--- config.mk ---
export PLATFORM = sky130hd
export DESIGN_NAME = moving_average_trend
export DESIGN_NICKNAME = d
export VERILOG_FILES = /design/src/rtl/core/mat_pkg.sv /design/src/rtl/core/mat_divider.sv /design/src/rtl/core/moving_average_trend.sv
export SDC_FILE = /design/constraint.sdc
export NUM_CORES = 1
export LEC_CHECK = 0
export BUFFER_PORTS_ARGS = -buffer_cell sky130_fd_sc_hd__buf_2
export CORE_AREA = 2 2 259 313
export CTS_CLUSTER_DIAMETER = 150
export DETAILED_ROUTE_END_ITERATION = 8
export DIE_AREA = 0 0 261 315
export PLACE_DENSITY = 0.64
export SYNTH_ARGS = -nofsm -noshare
export SYNTH_HDL_FRONTEND = slang
export SYNTH_SLANG_ARGS = --single-unit
--- constraint.sdc ---
create_clock -name clk -period 19.3 [get_ports clk]
set_clock_uncertainty 0.2 [all_clocks]
set_input_delay 0.965 -clock clk [delete_from_list [all_inputs] [get_ports clk]]
set_output_delay 0.965 -clock clk [all_outputs]
set_load 0.05 [all_outputs]
--- src/rtl/core/mat_pkg.sv ---
// Package for the moving average trend block: result field widths,
// fixed-point constants and tuser bit positions.
// No dependencies.
`timescale 1ns / 1ps

package mat_pkg;

  // Result field widths and packing
  localparam int AVG_W       = 28;
  localparam int PCT_W       = 32;
  localparam int OUT_DATA_W  = 64;
  localparam int OUT_USER_W  = 3;

  // Fixed-point scaling
  localparam int AVG_FRAC_BITS = 8;
  localparam int HUNDRED_Q8_W  = 15;
  localparam logic [HUNDRED_Q8_W-1:0] HUNDRED_Q8 = HUNDRED_Q8_W'(25600);

  // Saturation limits
  localparam logic [AVG_W-1:0] AVG_MAX = {AVG_W{1'b1}};
  localparam logic [PCT_W-1:0] PCT_MAX = {1'b0, {(PCT_W-1){1'b1}}};

  // Bit positions in the result tuser
  localparam int USR_AVG_VALID   = 0;
  localparam int USR_CHG_VALID   = 1;
  localparam int USR_CHG_UNDEF   = 2;

endpackage : mat_pkg

--- src/rtl/core/mat_divider.sv ---
// Restoring radix-2 unsigned divider, one quotient bit per cycle.
// Standalone; used by the moving average trend top level.
`timescale 1ns / 1ps

module mat_divider #(
  parameter int DIVIDEND_W = 38,
  parameter int DIVISOR_W  = 23
) (
  input  logic                  clk,
  input  logic                  rst_n,
  input  logic                  start,
  input  logic [DIVIDEND_W-1:0] dividend,
  input  logic [DIVISOR_W-1:0]  divisor,
  output logic                  done,
  output logic [DIVIDEND_W-1:0] quotient
);

  localparam int CNT_W = $clog2(DIVIDEND_W + 1);

  logic                  busy_r;
  logic                  done_r;
  logic [CNT_W-1:0]      cnt_r;
  logic [DIVISOR_W-1:0]  rem_r;
  logic [DIVIDEND_W-1:0] quo_r;
  logic [DIVISOR_W-1:0]  dvs_r;
  logic [DIVISOR_W:0]    trial;
  logic [DIVISOR_W:0]    diff;
  logic                  qbit;

  // Trial subtraction for the current bit
  always_comb begin
    trial = {rem_r, quo_r[DIVIDEND_W-1]};
    diff  = trial - {1'b0, dvs_r};
    qbit  = (trial >= {1'b0, dvs_r});
  end

  // Control: count down one bit per cycle
  always_ff @(posedge clk) begin
    if (!rst_n) begin
      busy_r <= 1'b0;
      done_r <= 1'b0;
      cnt_r  <= '0;
    end else if (start) begin
      busy_r <= 1'b1;
      done_r <= 1'b0;
      cnt_r  <= CNT_W'(DIVIDEND_W);
    end else if (busy_r) begin
      cnt_r <= cnt_r - CNT_W'(1);
      if (cnt_r == CNT_W'(1)) begin
        busy_r <= 1'b0;
        done_r <= 1'b1;
      end
    end
  end

  // Datapath: shift dividend out, quotient bits in
  always_ff @(posedge clk) begin
    if (start) begin
      rem_r <= '0;
      quo_r <= dividend;
      dvs_r <= divisor;
    end else if (busy_r) begin
      rem_r <= qbit ? diff[DIVISOR_W-1:0] : trial[DIVISOR_W-1:0];
      quo_r <= {quo_r[DIVIDEND_W-2:0], qbit};
    end
  end

  assign done     = done_r;
  assign quotient = quo_r;

endmodule : mat_divider

--- src/rtl/core/moving_average_trend.sv ---
// Moving average trend: the ratio divider, which retires one quotient bit per cycle,
// sets when a result appears; the average comes from a registered reciprocal multiply
// in the meantime. One transaction is in work at a time: the next is accepted once the
// last result has been loaded into the output register, later while that register
// still holds an unaccepted result.
// Synchronous active-low reset clears control state and holds in_tready low; the
// memories need no clearing pass (a fill count masks entries not yet written).
// Depends on mat_pkg and mat_divider.
`timescale 1ns / 1ps

module moving_average_trend
  import mat_pkg::*;
#(
  parameter int WINDOW_LEN  = 7,
  parameter int CHANGE_SPAN = 14,
  parameter int SAMPLE_BITS = 20
) (
  input  logic                                clk,
  input  logic                                rst_n,
  // tdata: daily_count [SAMPLE_BITS-1:0], zero padding above
  input  logic [((SAMPLE_BITS+7)/8)*8-1:0]    in_tdata,
  // tuser: series_start [0]
  input  logic                                in_tuser,
  input  logic                                in_tvalid,
  output logic                                in_tready,
  // tdata: window_average [27:0], change_percent [59:28], zero padding above
  output logic [OUT_DATA_W-1:0]               out_tdata,
  // tuser: average_valid [0], change_valid [1], change_undefined [2]
  output logic [OUT_USER_W-1:0]               out_tuser,
  output logic                                out_tvalid,
  input  logic                                out_tready
);

  localparam int SUM_W    = SAMPLE_BITS + $clog2(WINDOW_LEN);
  localparam int HIST_LEN = CHANGE_SPAN - 1;
  localparam int LINE_AW  = $clog2(WINDOW_LEN);
  localparam int HIST_AW  = (HIST_LEN > 1) ? $clog2(HIST_LEN) : 1;
  localparam int SEEN_MAX = WINDOW_LEN + CHANGE_SPAN - 1;
  localparam int SEEN_W   = $clog2(SEEN_MAX + 1);
  localparam int AVG_N    = SUM_W + AVG_FRAC_BITS;
  localparam int PROD_W   = SUM_W + 7;
  localparam int RATIO_N  = SUM_W + HUNDRED_Q8_W;

  // Reciprocal of the window length, exact for every dividend below 2^AVG_N
  localparam int RECIP_K   = AVG_N + $clog2(WINDOW_LEN);
  localparam int AVG_SHIFT = RECIP_K - AVG_FRAC_BITS;
  localparam int AVG_PW    = AVG_SHIFT + AVG_N;
  localparam logic [63:0] RECIP_NUM = (64'd1 << RECIP_K) + 64'(WINDOW_LEN - 1);
  localparam logic [AVG_PW-1:0] RECIP_M = AVG_PW'(RECIP_NUM / 64'(WINDOW_LEN));

  localparam logic [2:0] ST_IDLE = 3'd0;
  localparam logic [2:0] ST_READ = 3'd1;
  localparam logic [2:0] ST_LOAD = 3'd2;
  localparam logic [2:0] ST_DIV  = 3'd3;
  localparam logic [2:0] ST_DONE = 3'd4;

  logic [2:0]             state_r, state_nxt;
  logic [SAMPLE_BITS-1:0] sample_r;
  logic [SUM_W-1:0]       sum_r;
  logic [SEEN_W-1:0]      seen_r;
  logic [LINE_AW-1:0]     line_slot_r;
  logic [HIST_AW-1:0]     hist_slot_r;

  logic [SAMPLE_BITS-1:0] line_mem [WINDOW_LEN];
  logic [SUM_W-1:0]       hist_mem [HIST_LEN];
  logic [SAMPLE_BITS-1:0] line_rd_r;
  logic [SUM_W-1:0]       hist_rd_r;

  logic                   in_acc;
  logic                   rd_en;
  logic [LINE_AW-1:0]     line_rd_addr;
  logic [HIST_AW-1:0]     hist_rd_addr;
  logic [SAMPLE_BITS-1:0] old_sample;
  logic [SUM_W-1:0]       sum_upd;
  logic [SEEN_W-1:0]      seen_upd;
  logic                   avg_ok;
  logic                   chg_ok;
  logic                   div_start;
  logic [PROD_W-1:0]      prod;
  logic [AVG_PW-1:0]      avg_prod_r;
  logic                   ratio_done;
  logic [AVG_N-1:0]       avg_q;
  logic [RATIO_N-1:0]     ratio_q;
  logic                   out_load;

  logic [63:0]            avg_q64, ratio_q64, diff64;
  logic [AVG_W-1:0]       avg_res;
  logic [PCT_W-1:0]       pct_res;
  logic                   undef_res;

  logic [OUT_DATA_W-1:0]  out_tdata_r;
  logic [OUT_USER_W-1:0]  out_tuser_r;
  logic                   out_tvalid_r;

  assign in_tready = rst_n && (state_r == ST_IDLE);
  assign in_acc    = in_tvalid && in_tready;
  assign rd_en     = in_acc;
  assign avg_ok    = (seen_r >= SEEN_W'(WINDOW_LEN));
  assign chg_ok    = (seen_r >= SEEN_W'(SEEN_MAX));
  assign div_start = (state_r == ST_LOAD);
  assign out_load  = (state_r == ST_DONE) && (!out_tvalid_r || out_tready);

  // Read addresses: a series start restarts both rings at slot zero
  assign line_rd_addr = in_tuser ? '0 : line_slot_r;
  assign hist_rd_addr = in_tuser ? '0 : hist_slot_r;

  // Sample leaving the window reads as zero until the window has filled
  always_comb begin
    old_sample = (seen_r < SEEN_W'(WINDOW_LEN)) ? '0 : line_rd_r;
    sum_upd    = sum_r - SUM_W'(old_sample) + SUM_W'(sample_r);
    seen_upd   = (seen_r < SEEN_W'(SEEN_MAX)) ? seen_r + SEEN_W'(1) : seen_r;
  end

  // Sequencer
  always_comb begin
    state_nxt = state_r;
    unique case (state_r)
      ST_IDLE: if (in_acc) state_nxt = ST_READ;
      ST_READ: state_nxt = ST_LOAD;
      ST_LOAD: state_nxt = ST_DIV;
      ST_DIV:  if (ratio_done) state_nxt = ST_DONE;
      ST_DONE: if (out_load) state_nxt = ST_IDLE;
      default: state_nxt = ST_IDLE;
    endcase
  end

  // Control state and series bookkeeping
  always_ff @(posedge clk) begin
    if (!rst_n) begin
      state_r     <= ST_IDLE;
      sum_r       <= '0;
      seen_r      <= '0;
      line_slot_r <= '0;
      hist_slot_r <= '0;
    end else begin
      state_r <= state_nxt;
      if (in_acc && in_tuser) begin
        sum_r       <= '0;
        seen_r      <= '0;
        line_slot_r <= '0;
        hist_slot_r <= '0;
      end
      if (state_r == ST_READ) begin
        sum_r       <= sum_upd;
        seen_r      <= seen_upd;
        line_slot_r <= (line_slot_r == LINE_AW'(WINDOW_LEN - 1)) ?
                       '0 : line_slot_r + LINE_AW'(1);
      end
      if (state_r == ST_LOAD && avg_ok) begin
        hist_slot_r <= (hist_slot_r == HIST_AW'(HIST_LEN - 1)) ?
                       '0 : hist_slot_r + HIST_AW'(1);
      end
    end
  end

  // Hold the accepted sample
  always_ff @(posedge clk) begin
    if (in_acc) sample_r <= in_tdata[SAMPLE_BITS-1:0];
  end

  // Sample ring: read on acceptance, write back the new sample
  always_ff @(posedge clk) begin
    if (rd_en) line_rd_r <= line_mem[line_rd_addr];
    if (state_r == ST_READ) line_mem[line_slot_r] <= sample_r;
  end

  // Window sum history: read on acceptance, write the new sum once averaged
  always_ff @(posedge clk) begin
    if (rd_en) hist_rd_r <= hist_mem[hist_rd_addr];
    if (state_r == ST_LOAD && avg_ok) hist_mem[hist_slot_r] <= sum_r;
  end

  // Sum times one hundred by shift and add
  assign prod = PROD_W'({sum_r, 6'b0}) + PROD_W'({sum_r, 5'b0}) + PROD_W'({sum_r, 2'b0});

  // Average: sum times 256 over the window length by reciprocal multiply
  always_ff @(posedge clk) begin
    if (state_r == ST_LOAD) avg_prod_r <= AVG_PW'(sum_r) * RECIP_M;
  end

  assign avg_q = avg_prod_r[AVG_SHIFT +: AVG_N];

  mat_divider #(
    .DIVIDEND_W (RATIO_N),
    .DIVISOR_W  (SUM_W)
  ) u_ratio_div (
    .clk      (clk),
    .rst_n    (rst_n),
    .start    (div_start),
    .dividend ({prod, 8'b0}),
    .divisor  (hist_rd_r),
    .done     (ratio_done),
    .quotient (ratio_q)
  );

  // Saturate the average and form the signed percent change
  always_comb begin
    avg_q64   = 64'(avg_q);
    ratio_q64 = 64'(ratio_q);
    diff64    = ratio_q64 - 64'(HUNDRED_Q8);
    avg_res   = '0;
    pct_res   = '0;
    undef_res = 1'b0;
    if (avg_ok) begin
      avg_res = (avg_q64 > 64'(AVG_MAX)) ? AVG_MAX : avg_q64[AVG_W-1:0];
    end
    if (chg_ok) begin
      if (hist_rd_r == '0) begin
        undef_res = 1'b1;
      end else if (ratio_q64 >= 64'(HUNDRED_Q8)) begin
        pct_res = (diff64 > 64'(PCT_MAX)) ? PCT_MAX : diff64[PCT_W-1:0];
      end else begin
        pct_res = PCT_W'(ratio_q64[PCT_W-1:0]) - PCT_W'(HUNDRED_Q8);
      end
    end
  end

  // Output register
  always_ff @(posedge clk) begin
    if (!rst_n) begin
      out_tvalid_r <= 1'b0;
    end else if (out_load) begin
      out_tvalid_r <= 1'b1;
    end else if (out_tready) begin
      out_tvalid_r <= 1'b0;
    end
  end

  always_ff @(posedge clk) begin
    if (out_load) begin
      out_tdata_r                 <= OUT_DATA_W'({pct_res, avg_res});
      out_tuser_r[USR_AVG_VALID]  <= avg_ok;
      out_tuser_r[USR_CHG_VALID]  <= chg_ok;
      out_tuser_r[USR_CHG_UNDEF]  <= undef_res;
    end
  end

  assign out_tdata  = out_tdata_r;
  assign out_tuser  = out_tuser_r;
  assign out_tvalid = out_tvalid_r;

  // An accepted transaction always moves on to the memory read
  a_acc_to_read: assert property (@(posedge clk) disable iff (!rst_n)
    in_acc |=> (state_r == ST_READ))
    else $error("accepted transaction did not advance to read");

  // A change is only ever reported alongside an average
  a_chg_needs_avg: assert property (@(posedge clk) disable iff (!rst_n)
    out_tvalid |-> (!out_tuser[USR_CHG_VALID] || out_tuser[USR_AVG_VALID]))
    else $error("change reported without an average");

  // An undefined change carries a valid flag and a zero percent
  a_undef_zero: assert property (@(posedge clk) disable iff (!rst_n)
    (out_tvalid && out_tuser[USR_CHG_UNDEF]) |->
      (out_tuser[USR_CHG_VALID] && out_tdata[AVG_W+:PCT_W] == '0))
    else $error("undefined change with non-zero percent");

  // Fill count never passes its saturation point
  a_seen_bound: assert property (@(posedge clk) disable iff (!rst_n)
    seen_r <= SEEN_W'(SEEN_MAX))
    else $error("sample count beyond saturation");

  // A new result only appears on leaving the final state
  a_result_src: assert property (@(posedge clk) disable iff (!rst_n)
    $rose(out_tvalid) |-> ($past(state_r) == ST_DONE))
    else $error("result raised outside the final state");

endmodule : moving_average_trend

==> results of run 1 <==
## cell usage after synthesis (4+ instances only)
cell	count
edfxtp_1	647
o31ai_1	8
mux2i_1	64
clkbuf_1	113
o21ai_1	20
a22oi_1	26
nor4_1	13
nor2_1	160
buf_1	8
xor2_1	45
fa_1	155
nor2b_1	41
nor3_1	32
buf_4	4
a21o_1	44
ha_1	293
o2111ai_1	4
nand2_1	209
xnor2_1	57
o21ai_0	156
o211ai_1	29
inv_1	334
o221ai_1	23
a221oi_1	25
mux2_2	68
a21boi_0	13
and3_1	16
a211oi_1	19
o21bai_1	11
buf_2	7
and2_1	24
a211o_1	5
nand2b_1	23
nand3_1	105
a21oi_1	199
a31oi_1	15
or2_2	6
dfxtp_1	78
nand4_1	18
o21a_1	46
## report_power, final
| part | internal [mW] | switching (mW) | total [mW] |
|---|---|---|---|
| sequential | 1.84 | 0.0763 | 1.92 |
| clock | 0.745 | 0.595 | 1.34 |
| combinational | 0.661 | 0.974 | 1.64 |
| total | 3.25 | 1.65 | 4.90 |
## through the flow
step | worst slack, ps | total power, mW | instances
after CTS | 12160 | 4.95 | 4416
after global routing | 11830 | 5.24 | 4416
after detailed placement | 12160 | 3.58 | 4285
final | 12200 | 4.90 | 4416
after global placement | 12160 | 3.55 | 4285
after floorplan | 12880 | 3.18 | 3225
## worst min path at each step
stage,from,to,slack (ps)
final,hist_rd_r[0]$_DFFE_PP_,u_ratio_div.dvs_r[0]$_DFFE_PP_,250
after global routing,hist_rd_r[0]$_DFFE_PP_,u_ratio_div.dvs_r[0]$_DFFE_PP_,250
after CTS,hist_rd_r[0]$_DFFE_PP_,u_ratio_div.dvs_r[0]$_DFFE_PP_,240
after detailed placement,hist_rd_r[0]$_DFFE_PP_,u_ratio_div.dvs_r[0]$_DFFE_PP_,240
after global placement,hist_rd_r[0]$_DFFE_PP_,u_ratio_div.dvs_r[0]$_DFFE_PP_,240
after floorplan,hist_rd_r[10]$_DFFE_PP_,u_ratio_div.dvs_r[10]$_DFFE_PP_,230
## area by class of cell
type,count,area share [%]
clock inverters,40,0.696
repair buffers,148,2.05
multi-input cells,2033,38.4
flip-flops and latches,725,48.5
inverters,335,2.90
well taps,1044,3.02
clock buffers,91,4.47
## layer usage
layer,part of all wire [%],vias up,wire length (um)
met4,3.7,0,3260
met5,0,-,0
met2,48,612,42100
met1,43,12077,37700
li1,-,11761,-
met3,5.1,155,4430
## state kept, by name, summed over array words and instances (netlist names), 5 cells and up
name,cells
u_ratio_div.cnt_r,6
hist_mem,299
hist_rd_r,23
u_ratio_div.dvs_r,23
u_ratio_div.rem_r,23
line_mem,140
seen_r,5
avg_prod_r,29
u_ratio_div.quotient,38
line_rd_r,20
sum_r,23
sample_r,20
out_tdata,60
## cells by family (layout without fill, tap and decap cells)
family	Yosys count	after routing	synth area share, %
xor+xnor	102	102	2.27
buf+inv	467	614	4.52
mux	132	132	3.58
flops	725	725	53.4
compound gates	677	677	11.0
other cells	1	4	0.00954
fa+ha+maj	448	448	17.2
simple gates	670	670	8.03
## worst register-to-register path: stages (launching register included)
cell	delay (ps)
dfxtp_1	990
inv_1	310
fa_1	600
inv_1	50
fa_1	530
fa_1	460
fa_1	420
inv_1	80
fa_1	450
fa_1	550
inv_1	50
ha_1	300
a21o_1	160
a21o_1	190
a221oi_2	280
o21ai_2	140
a31o_4	300
a21oi_4	220
o2111ai_1	200
a31oi_1	270
xnor2_1	90
==> results.json, run 1 <==
{
  "core_area_um2": 79600,
  "crit_required_ps": 19470,
  "worst_pin_slew_ps": 1390,
  "use_met1_pct": 28.1,
  "end_kind": "flop",
  "area_delta_synth_final_pct": 10.2,
  "timing.fmax_mhz": 141,
  "cts_buffers": 74,
  "ys_types": 79,
  "ctsResizeCount": 0,
  "crit_type": "reg2reg",
  "crit_chain": "inv_1, fa_1, inv_1, fa_1, fa_1, fa_1, inv_1, fa_1, fa_1, inv_1, ha_1, a21o_1, a21o_1, a221oi_2, o21ai_2, a31o_4, a21oi_4, o2111ai_1, a31oi_1, xnor2_1",
  "busiest_layer": "met2",
  "vias": 24605,
  "row_count": 114,
  "synthTopCellsByArea": "edfxtp_1 (49%), ha_1 (9.3%), fa_1 (7.9%)",
  "rsz0062_at_grt": "false",
  "layout.nets": 3794,
  "r2r-end": "avg_prod_r[54]$_DFFE_PP_",
  "multi_input_area_um2": 16600,
  "antenna_found_initial": 2,
  "cp_common_cell": "fa_1",
  "clk_latency_ps": 630,
  "worstPathArrival_ps": 7260,
  "critical_path_buf_inv_count": 4,
  "crit_cells": 20,
  "grt_pass1_vias": 25043,
  "ys_seq_area_share_pct": 53.4,
  "wl_per_cell_um": 19.8,
  "clockBufferDepth": 3,
  "grt_max_degree": 84,
  "fin_crit_ps": 7100,
  "worstPathMaxFanout": 21,
  "dp_hpwl_um": 58800,
  "status": "finished, final reports clean",
  "layout_commonest_cell": "edfxtp_1",
  "post-cts-setup-buffers": 0,
  "synth_area_um2": 39300,
  "grt_pass1_wl_um": 137000,
  "overflow": 0,
  "grt_util_met2_pct": 36.5,
  "seqCellArea_um2": 21000,
  "ys.flop_type": "edfxtp_1",
  "min_period_over_period_pct": 36.8,
  "ys_seq_elements": 725,
  "p_per_area_nw_per_um2": 113,
  "synth_top_area_share_pct": 49.4,
  "drv_slew": 0,
  "timing.rr.start": "sum_r[18]$_SDFFE_PN0P_",
  "placed_area_um2": 41100,
  "firstDrtPassIters": 5,
  "clk_pin_slew_ps": 60,
  "worst_setup_path_start_kind": "flop",
  "cts-root-buf": "clkbuf_16",
  "setup_viol": 0,
  "drt_iter0_drc": 1494,
  "route.detailed.drc": 0,
  "maxCapViolCount": 0,
  "synth-edff-count": 647,
  "synth.largest_area_cell": "edfxtp_1",
  "htreeDepth": 3,
  "avgSynthCellArea_um2": 12.2,
  "die_w_um": 261,
  "avgViaCountPerCell": 5.57,
  "die_height_um": 315,
  "path_delay_family": "adder cells",
  "async_reset_ff_share_pct": 0,
  "vdd_drop_max_v": 0.0000748,
  "crit_start": "sum_r[18]$_SDFFE_PN0P_",
  "use_met3_pct": 2.81,
  "slew_headroom_pct": 7.46,
  "hold_buffers": 0,
  "n_antenna_cell": 0,
  "port_buffers": 89,
  "hold_path_depth": 0,
  "final_antenna_net_count": 0,
  "synthCells": 3222,
  "cpPeakStageDelay_ps": 990,
  "postLayoutCellArea_um2": 43300,
  "r2r_cells": 20,
  "final_hold_viol_count": 0,
  "ios": 98,
  "endpoint": "avg_prod_r[54]$_DFFE_PP_",
  "power.leakage_nw": 17.8,
  "routed_wl_um": 87500,
  "cts_tree": "done",
  "final_core_util_pct": 54.4,
  "dieArea_um2": 82200,
  "rrSetupSlack_ps": 12200,
  "setup_tns_ps": 0,
  "cp_slowest_cell": "dfxtp_1",
  "cts_sinks": 725,
  "drive_gt1_share_pct": 10.7,
  "grtUsageTotal_pct": 21.5,
  "hold_ws_ps": 249,
  "layout_common_cells": "edfxtp_1 (647), inv_1 (333), ha_1 (293), nand2_1 (209), a21oi_1 (199)",
  "yosys_warnings": 0,
  "hold_class": "reg2reg",
  "nFillCells": 6717,
  "start_util_pct": 49.4,
  "globalplace.congestion": 0.882
}
Note: power is estimated with default switching activity, not from simulation.
==> inputs of run 2 (changes only) <==
==> constraint.sdc (replaced) <==
create_clock -name clk -period 6.8 [get_ports clk]
set_clock_uncertainty 0.2 [all_clocks]
set_input_delay 0.34 -clock clk [delete_from_list [all_inputs] [get_ports clk]]
set_output_delay 0.34 -clock clk [all_outputs]
set_load 0.05 [all_outputs]
==> results.json, run 2 (synthesis gave the netlist of run 1 again) <==
{
  "start_util_pct": 49.4,
  "maxCapViolCount": 0,
  "crit_type": "reg2reg",
  "vias": 25016,
  "p_per_area_nw_per_um2": 327,
  "final_hold_viol_count": 0,
  "vdd_drop_max_v": 0.000196,
  "route.detailed.drc": 0,
  "min_period_over_period_pct": 95.2,
  "die_w_um": 261,
  "hold_class": "in2reg",
  "cts-root-buf": "clkbuf_16",
  "drive_gt1_share_pct": 11.6,
  "antenna_found_initial": 1,
  "status": "finished, final reports clean",
  "core_area_um2": 79600,
  "largest_register": "hist_mem",
  "dieArea_um2": 82200,
  "layout.nets": 3825,
  "firstDrtPassIters": 6,
  "cts_sinks": 725,
  "grtUsageTotal_pct": 22.1,
  "worst_setup_path_start_kind": "flop",
  "timing.fmax_mhz": 155,
  "slew_headroom_pct": 22.1,
  "routed_wl_um": 89600,
  "setup_viol": 0,
  "layout_common_cells": "edfxtp_1 (647), inv_1 (333), ha_1 (292), nand2_1 (209), a21oi_1 (199)",
  "grt_pass1_vias": 25574,
  "port_buffers": 89,
  "layout_commonest_cell": "edfxtp_1",
  "worstPathMaxFanout": 5,
  "report.power.total_mw": 14.4,
  "globalplace.congestion": 0.900,
  "dp_hpwl_um": 60400,
  "post-cts-setup-buffers": 0,
  "largest_reg_flops": 299,
  "crit_required_ps": 6970,
  "fin_crit_ps": 6470,
  "area_delta_synth_final_pct": 11.8,
  "grt_pass1_wl_um": 141000,
  "worst_pin_slew_ps": 1160,
  "n_antenna_cell": 0,
  "worstPathArrival_ps": 6640,
  "placed_area_um2": 41100,
  "row_count": 114,
  "drv_slew": 0,
  "avgViaCountPerCell": 5.62,
  "die_height_um": 315,
  "final_antenna_net_count": 0,
  "overflow": 0,
  "wl_per_cell_um": 20.1,
  "clk_latency_ps": 660,
  "end_kind": "flop",
  "fin_cells": 4452,
  "postLayoutCellArea_um2": 43900,
  "htreeDepth": 3,
  "clk_pin_slew_ps": 60,
  "ios": 98,
  "cts_buffers": 74,
  "rsz0062_at_grt": "false",
  "grt_max_degree": 84,
  "cts_tree": "done",
  "drt_iter0_drc": 1908,
  "power.leakage_nw": 18.1,
  "final_core_util_pct": 55.2,
  "clockBufferDepth": 3,
  "dp_cells": 4294,
  "setup_tns_ps": 0
}
==> run 2: area by class of cell <==
class                   instances  area [um^2]
inverters                     335         1260
multi-input cells            2033        16600
flip-flops and latches        725        21000
repair buffers                179         1180
fillers                      6704        35600
well taps                    1044         1310
clock buffers                  82         1900
clock inverters                54          664
==> run 2: power by group <==
part / leakage, nW / total (mW) / switching (mW) / internal, mW
clock: 1.22 / 4.23 / 1.76 / 2.47
combinational: 10.2 / 4.71 / 2.81 / 1.90
sequential: 6.61 / 5.42 / 0.185 / 5.23
==> run 2: path summary, 6_finish.rpt <==
| check | start | to | slack, ps | cells past startpoint |
|---|---|---|---|---|
| hold / removal | rst_n | line_slot_r[2]$_SDFFE_PN0P_ | 70 | 3 |
| setup / recovery | sum_r[21]$_SDFFE_PN0P_ | avg_prod_r[46]$_DFFE_PP_ | 330 | 21 |
| setup reg to reg | sum_r[21]$_SDFFE_PN0P_ | avg_prod_r[46]$_DFFE_PP_ | 330 | 21 |
| hold reg to reg | hist_rd_r[12]$_DFFE_PP_ | u_ratio_div.dvs_r[12]$_DFFE_PP_ | 240 | 0 |
==> run 2: repair_timing <==
item                       4_1_cts  5_1_grt
hold endpoints to repair        23        0
setup endpoints to repair        0        3
hold buffers                    22        0
gates resized for setup          0        4
==> run 2: per-stage QoR <==
step,setup slack [ps],hold WS (ps)
after floorplan,377,227
after global placement,361,236
after detailed placement,324,241
after CTS,304,36.7
after global routing,19.9,89.8
final,329,71.9
==> run 2: critical path, stage by stage, from the launching register on <==
cell and delay, ps:
dfxtp_1 360, inv_1 80, ha_1 360, fa_1 520, inv_1 50, fa_1 540
fa_1 450, fa_1 420, inv_1 90, fa_1 450, fa_1 560, inv_1 50
ha_1 300, a21o_1 160, a21o_1 180, a221oi_2 290, o21ai_2 150, a31o_4 300
a21oi_4 220, o21ai_2 110, o41ai_2 270, xnor2_1 110
==> run 2: routing by layer <==
| layer | vias up | track usage [%] | part of all wire (%) |
|---|---|---|---|
| li1 | 11834 | - | - |
| met1 | 12405 | 28.2 | 42 |
| met2 | 611 | 38.3 | 50 |
| met3 | 166 | 3.09 | 4.9 |
| met4 | 0 | 8.17 | 3.2 |
| met5 | - | 0 | 0 |
